[src/hw/rtl/lpcd_pkg.sv]
// ----------------------------------------------------------------------------
// LRU page cache directory package
// Types, widths and controller commands that the directory modules share.
// ----------------------------------------------------------------------------
package lpcd_pkg;

	// Directory geometry.
	localparam int CAPACITY = 8;
	localparam int PAGE_W   = 20;
	localparam int SLOT_W   = $clog2(CAPACITY);
	localparam int RANK_W   = SLOT_W;

	// The least recent entry of a full directory carries this rank.
	localparam int RANK_OLDEST = CAPACITY - 1;

	typedef logic [PAGE_W-1:0] page_t;
	typedef logic [SLOT_W-1:0] slot_t;
	typedef logic [RANK_W-1:0] rank_t;

	// Commands from the controller to the datapath.
	typedef struct packed {
		logic load;    // capture the requested page
		logic lookup;  // compare tags and choose the target slot
		logic update;  // apply the recency update and present the result
	} lpcd_cmd_t;

endpackage

[src/hw/rtl/lpcd_ctrl.sv]
// ----------------------------------------------------------------------------
// LRU page cache directory controller
// Sequences each request through the lookup and update steps and drives
// the busy flag and the result strobe.
// ----------------------------------------------------------------------------
module lpcd_ctrl (
	input  logic               clk,
	input  logic               arst_n,
	input  logic               start,
	output logic               busy,
	output logic               done,
	output lpcd_pkg::lpcd_cmd_t cmd
);
	import lpcd_pkg::*;

	typedef enum logic [1:0] {
		ST_IDLE,
		ST_LOOKUP,
		ST_UPDATE
	} state_t;

	state_t state_q;
	logic   busy_q;
	logic   done_q;

	// State register with the busy flag and the result strobe.
	always_ff @(posedge clk or negedge arst_n) begin
		if (!arst_n) begin
			state_q <= ST_IDLE;
			busy_q  <= 1'b0;
			done_q  <= 1'b0;
		end else begin
			done_q <= 1'b0;
			case (state_q)
				ST_IDLE: begin
					if (start) begin
						state_q <= ST_LOOKUP;
						busy_q  <= 1'b1;
					end
				end
				ST_LOOKUP: begin
					state_q <= ST_UPDATE;
				end
				ST_UPDATE: begin
					state_q <= ST_IDLE;
					busy_q  <= 1'b0;
					done_q  <= 1'b1;
				end
				default: begin
					state_q <= ST_IDLE;
					busy_q  <= 1'b0;
				end
			endcase
		end
	end

	// Datapath commands decoded from the state.
	always_comb begin
		cmd.load   = (state_q == ST_IDLE) && start;
		cmd.lookup = (state_q == ST_LOOKUP);
		cmd.update = (state_q == ST_UPDATE);
	end

	assign busy = busy_q;
	assign done = done_q;

endmodule

[src/hw/rtl/lpcd_datapath.sv]
// ----------------------------------------------------------------------------
// LRU page cache directory datapath
// Holds tags, valid marks and recency ranks, compares all tags in parallel
// and applies the least-recently-used update.
// ----------------------------------------------------------------------------
module lpcd_datapath (
	input  logic                clk,
	input  logic                arst_n,
	input  lpcd_pkg::lpcd_cmd_t cmd,
	input  lpcd_pkg::page_t     page_number,
	output logic                hit,
	output lpcd_pkg::slot_t     slot,
	output logic                evicted,
	output lpcd_pkg::page_t     evicted_page
);
	import lpcd_pkg::*;

	// Directory state.
	page_t                tags_q [CAPACITY];
	logic  [CAPACITY-1:0] valid_q;
	rank_t                rank_q [CAPACITY];

	// Request and lookup results.
	page_t page_q;
	logic  hit_q;
	slot_t target_q;
	rank_t hit_rank_q;
	logic  evict_q;
	page_t victim_page_q;

	// Result registers.
	logic  res_hit_q;
	slot_t res_slot_q;
	logic  res_evicted_q;
	page_t res_page_q;

	// Lookup: first matching slot, first free slot and the oldest valid slot.
	logic  found;
	slot_t found_idx;
	logic  has_free;
	slot_t free_idx;
	slot_t victim_idx;

	always_comb begin
		found      = 1'b0;
		found_idx  = '0;
		has_free   = 1'b0;
		free_idx   = '0;
		victim_idx = '0;
		// Scan downward so that the lowest-numbered candidate wins.
		for (int i = CAPACITY - 1; i >= 0; i--) begin
			if (valid_q[i] && (tags_q[i] == page_q)) begin
				found     = 1'b1;
				found_idx = SLOT_W'(i);
			end
			if (!valid_q[i]) begin
				has_free = 1'b1;
				free_idx = SLOT_W'(i);
			end
			if (valid_q[i] && (rank_q[i] == RANK_W'(RANK_OLDEST))) begin
				victim_idx = SLOT_W'(i);
			end
		end
	end

	// Request capture and lookup registers.
	always_ff @(posedge clk) begin
		if (cmd.load) begin
			page_q <= page_number;
		end
		if (cmd.lookup) begin
			hit_q         <= found;
			hit_rank_q    <= rank_q[found_idx];
			evict_q       <= !found && !has_free;
			victim_page_q <= tags_q[victim_idx];
			if (found) begin
				target_q <= found_idx;
			end else if (has_free) begin
				target_q <= free_idx;
			end else begin
				target_q <= victim_idx;
			end
		end
	end

	// Valid marks and recency ranks; the target becomes most recent.
	always_ff @(posedge clk or negedge arst_n) begin
		if (!arst_n) begin
			valid_q <= '0;
			for (int i = 0; i < CAPACITY; i++) begin
				rank_q[i] <= '0;
			end
		end else if (cmd.update) begin
			for (int i = 0; i < CAPACITY; i++) begin
				if (target_q == SLOT_W'(i)) begin
					rank_q[i]  <= '0;
					valid_q[i] <= 1'b1;
				end else if (valid_q[i] && (!hit_q || (rank_q[i] < hit_rank_q))) begin
					rank_q[i] <= rank_q[i] + 1'b1;
				end
			end
		end
	end

	// Tag store; only a miss writes the new page.
	always_ff @(posedge clk) begin
		if (cmd.update && !hit_q) begin
			tags_q[target_q] <= page_q;
		end
	end

	// Result registers, shown during the strobe cycle.
	always_ff @(posedge clk) begin
		if (cmd.update) begin
			res_hit_q     <= hit_q;
			res_slot_q    <= target_q;
			res_evicted_q <= evict_q;
			res_page_q    <= evict_q ? victim_page_q : '0;
		end
	end

	assign hit          = res_hit_q;
	assign slot         = res_slot_q;
	assign evicted      = res_evicted_q;
	assign evicted_page = res_page_q;

endmodule

[src/hw/rtl/lru_page_cache_directory.sv]
// ----------------------------------------------------------------------------
// LRU page cache directory
// Fully associative directory of eight page slots with least-recently-used
// replacement.
// ----------------------------------------------------------------------------
// Usage: a request is transferred at a rising edge with start high and busy
// low; page_number is sampled at that edge. Busy then stays high through the
// parallel tag compare and slot choice and the rank, tag and valid update.
// The result (hit, slot, evicted, evicted_page) is shown with done high for
// exactly one cycle, the first cycle in which busy is low again. Note that
// evicted_page reads zero unless evicted is set. The receiver cannot stall;
// it must take the result in that cycle. A new request may be started in the
// same cycle as done, but none is taken while busy is high, so each request
// passes through the idle state, in which it is transferred, and the lookup
// and update steps of the controller.
// Reset clears all valid marks and ranks at once, so the directory is empty
// and ready for a request as soon as reset is released.
// ----------------------------------------------------------------------------
module lru_page_cache_directory (
	input  logic            clk,
	input  logic            arst_n,
	input  logic            start,
	output logic            busy,
	input  lpcd_pkg::page_t page_number,
	output logic            done,
	output logic            hit,
	output lpcd_pkg::slot_t slot,
	output logic            evicted,
	output lpcd_pkg::page_t evicted_page
);
	import lpcd_pkg::*;

	lpcd_cmd_t cmd;

	// Request sequencing.
	lpcd_ctrl u_ctrl (
		.clk    (clk),
		.arst_n (arst_n),
		.start  (start),
		.busy   (busy),
		.done   (done),
		.cmd    (cmd)
	);

	// Directory storage and lookup.
	lpcd_datapath u_datapath (
		.clk          (clk),
		.arst_n       (arst_n),
		.cmd          (cmd),
		.page_number  (page_number),
		.hit          (hit),
		.slot         (slot),
		.evicted      (evicted),
		.evicted_page (evicted_page)
	);

endmodule
[config.mk]
export PLATFORM = sky130hd
export DESIGN_NAME = lru_page_cache_directory
export DESIGN_NICKNAME = d
export VERILOG_FILES = /design/src/hw/rtl/lpcd_pkg.sv /design/src/hw/rtl/lpcd_ctrl.sv /design/src/hw/rtl/lpcd_datapath.sv /design/src/hw/rtl/lru_page_cache_directory.sv
export SDC_FILE = /design/constraint.sdc
export NUM_CORES = 1
export LEC_CHECK = 0
export ABC_AREA = 1
export CORE_AREA = 2 2 221 158
export CTS_CLUSTER_DIAMETER = 50
export DETAILED_ROUTE_END_ITERATION = 7
export DIE_AREA = 0 0 223 160
export DONT_BUFFER_PORTS = 1
export PLACE_DENSITY = 0.59
export SLEW_MARGIN = 20
export SYNTH_ARGS = -nofsm -noshare
export SYNTH_HDL_FRONTEND = slang
export SYNTH_SLANG_ARGS = --single-unit
export TNS_END_PERCENT = 1
[constraint.sdc]
create_clock -name clk -period 7 [get_ports clk]
set_clock_uncertainty 0.2 [all_clocks]
set_input_delay 1.4 -clock clk [delete_from_list [all_inputs] [get_ports clk]]
set_output_delay 1.4 -clock clk [all_outputs]
set_load 0.01 [all_outputs]
==> reports/results.ini <==
[layout]
final_nets = 1775
multi_input_area_mm2 = 0.00585
drive_gt1_share_pct = 7.62
fillCellCount = 3185
syn_to_final_growth_pct = 10.5
n_antenna_cell = 0
fin_util_pct = 48.8
seq_area_mm2 = 0.00790

[synthesis]
netlist_area_mm2 = 0.0150
async_flop_share_pct = 13.4
synth_edf_count = 233
ys_seq_area_share_pct = 52.8
syn_nets = 1773
avgSynthCellArea_um2 = 8.71
netlist_instances = 1718
synth-seq-cells = 269
synth_warnings = 0
ys_types = 46
synth_ff_type = edfxtp_1

[pwr]
ir_worst_vdd_mv = 0.182
p_leak_nw = 6.99
power.density_mw_per_mm2 = 292
total_power_w = 0.00483

[route]
routed_wl_um = 51500
ant_nets = 0
wl_per_cell_um = 23.5
vias = 12700
drt-pass1-iter-count = 6
route.detailed.drc = 0
drt_iter0_markers = 1661
via_per_inst = 5.81

[timing]
fin_crit_sh_pct = 53.9
rsz0062_at_grt = no
setup_viol = 0
fin_setup_tns_ps = 0
fmax_mhz = 265
tightest_slew_ps = 1090
min_period_ps = 3770
slew_viol_final = 0
relSlewSlack_pct = 27.6
finalHoldViolations = 0

[critical_path]
cp-end-kind = register
crit_fanout = 33
start_kind = register
worst_r2r_path_depth = 15
rrSetupSlack_ps = 3230
crit_type = reg2reg
critPathRequiredTime_ps = 7020
critPathArrivalTime_ps = 3790
r2r_start = u_datapath.rank_q[4]
rr_endpoint = u_datapath.victim_page_q[1]

[min_path]
hp-start = u_ctrl.state_q[1]
whs_endpoint = u_ctrl.state_q[1]
min_path_cells = 1
hold_class = reg2reg

[cts]
cts_resized = 0
cts_setup_buffers = 0
holdBufCountCts = 0
clk_pin_slew_worst_paths_ps = 60
insertion_delay_ps = 540
cts_root_buffer = clkbuf_16
htreeDepth = 2
cts_tree = yes
numCtsBuffers = 34
clock-sinks = 269
cts_buffer_depth = 3

[floorplanning]
core_mm2 = 0.0339
die-area_mm2 = 0.0357
io_pins = 50
dieWidth_um = 223
start_util_pct = 44.2
die_h_um = 160
num_rows = 57

[global_route]
antenna_found_initial = 0
grtUsageTotal_pct = 28.7
grt_pass1_wl_um = 74900
grt_overflow = 0
grt_start_max_net_pins = 84
grt_pass1_vias = 11800

[place]
dp.final_hpwl_um = 38700
portBuffers = 0
gp_congestion = 0.949

[job]
cap_viol_max_count = 0

[status]
outcome = finished, final reports clean

## metrics by stage
step / hold slack [ps] / worst slack, ps / area, um2 / instances
detailed placement: 264 / 3340 / 15400 / 2126
finish: 269 / 3230 / 16500 / 2187
global route: 299 / 3030 / 16500 / 2187
floorplan: 224 / 3630 / 15000 / 1718
global placement: 260 / 3470 / 15400 / 2126
CTS: 273 / 3310 / 16500 / 2187
## sequential cells by signal, indices dropped and copies added (netlist names), 3 cells and up
register / count
u_datapath.victim_page_q: 20
u_datapath.valid_q: 8
u_datapath.target_q: 3
u_datapath.rank_q: 24
u_datapath.tags_q: 160
u_datapath.slot: 3
u_datapath.evicted_page: 20
u_datapath.page_q: 20
u_datapath.hit_rank_q: 3
## kinds of logic (layout without fill, tap and decap cells)
family,after synthesis,after routing,synth area share (%)
xor gates and xnor gates,33,33,1.93
buffers and inverters,289,316,8.43
and+or+nand+nor,770,770,21.9
adders and majority gates,32,32,2.68
AOI/OAI and AO/OA,325,325,12.3
DFF,269,269,52.8
## final cells by class
cell class / count / area share, %
Sequential cell: 269 / 47.8
Multi-Input combinational cell: 1160 / 35.4
Clock buffer: 40 / 5.67
Inverter: 228 / 5.24
Tap cell: 442 / 3.35
Clock inverter: 21 / 1.32
Timing Repair Buffer: 27 / 1.23
## worst max path at each step
stage / from / endpoint / slack (ps) / cells after the start
global route: u_datapath.rank_q[4] / u_datapath.victim_page_q[10] / 3030 / 15
global placement: u_datapath.rank_q[4] / u_datapath.victim_page_q[1] / 3470 / 15
CTS: u_datapath.rank_q[4] / u_datapath.victim_page_q[1] / 3310 / 15
floorplan: u_ctrl.state_q[1] / u_datapath.tags_q[0][0] / 3630 / 5
finish: u_datapath.rank_q[4] / u_datapath.victim_page_q[1] / 3230 / 15
detailed placement: u_datapath.rank_q[4] / u_datapath.victim_page_q[1] / 3340 / 15
## cells in the final DEF (no fill, tap or decap), types with 4 or more instances in the layout
cell type,synthesis,layout
ha_1,32,32
clkbuf_16,0,37
nor2_2,0,8
a221oi_1,14,14
inv_4,4,4
a31oi_1,19,19
nor2_1,176,165
o2111ai_1,4,4
nand2_4,3,4
inv_1,213,213
dfrtp_1,36,36
o21ai_1,5,5
inv_6,0,4
nor3b_1,4,4
clkinv_2,0,4
nor4_1,11,11
o211ai_1,10,10
buf_4,7,27
nand2_1,421,420
nand2_2,7,7
xnor2_1,18,18
edfxtp_1,233,233
o22ai_1,48,48
a21oi_1,71,71
inv_2,11,11
nand3_1,77,77
o21ai_0,145,145
nand4_1,28,28
nor3_1,25,25
xor2_1,15,15
## metal layers
metal  vias to the layer above  wire [um]  share of wire, %  global-route usage [%]
li1                       5854          -                 -                       -
met1                      6021      24000                47                    44.7
met2                       737      19900                39                    38.1
met3                        98       6150                12                    7.80
met4                         0       1490               2.9                    9.18
met5                         -          0                 0                       0
## worst max-delay path, cell delays in order (launching register included)
cell and delay, ps:
dfrtp_1 410, ha_1 200, ha_1 200, nand2_1 80, nand3_1 110, nand2_1 90, nand2_1 80, nand2_1 70
nand2_1 50, nand2_1 90, nand2_4 230, inv_1 650, buf_4 430, nand2_1 120, a221oi_1 340, a31oi_1 110
## where the power goes
group / switching [W] / leakage (nW) / internal [W]
Combinational: 0.000640 / 3.84 / 0.000267
Sequential: 0.000166 / 2.58 / 0.00193
Clock: 0.000740 / 0.561 / 0.00108
Total: 0.00155 / 6.99 / 0.00328
## cell usage after synthesis, types with 3 or more instances
cell type  number  area (um2)
nand2_4         3        33.8
o2111ai_1       4        35.0
a21oi_1        71         355
nand2_1       421        1580
nor4_2          3        37.5
o211ai_1       10        75.1
nor4_1         11        68.8
nand3_1        77         385
buf_6          16         180
o21ai_0       145         726
xor2_1         15         131
xnor2_1        18         158
a31oi_1        19         119
nor2_1        176         661
o21ai_1         5        25.0
nand2_2         7        43.8
nor3_1         25         125
inv_4           4        25.0
dfrtp_1        36         901
nand4_1        28         175
clkbuf_1       22        82.6
edfxtp_1      233        7000
o22ai_1        48         300
buf_2          16        80.1
buf_4           7        52.6
inv_2          11        41.3
ha_1           32         400
inv_1         213         800
nor3b_1         4        30.0
nor3_2          3        30.0
nand3b_1        3        22.5
a221oi_1       14         123
Power figures use the tool's default switching activity.
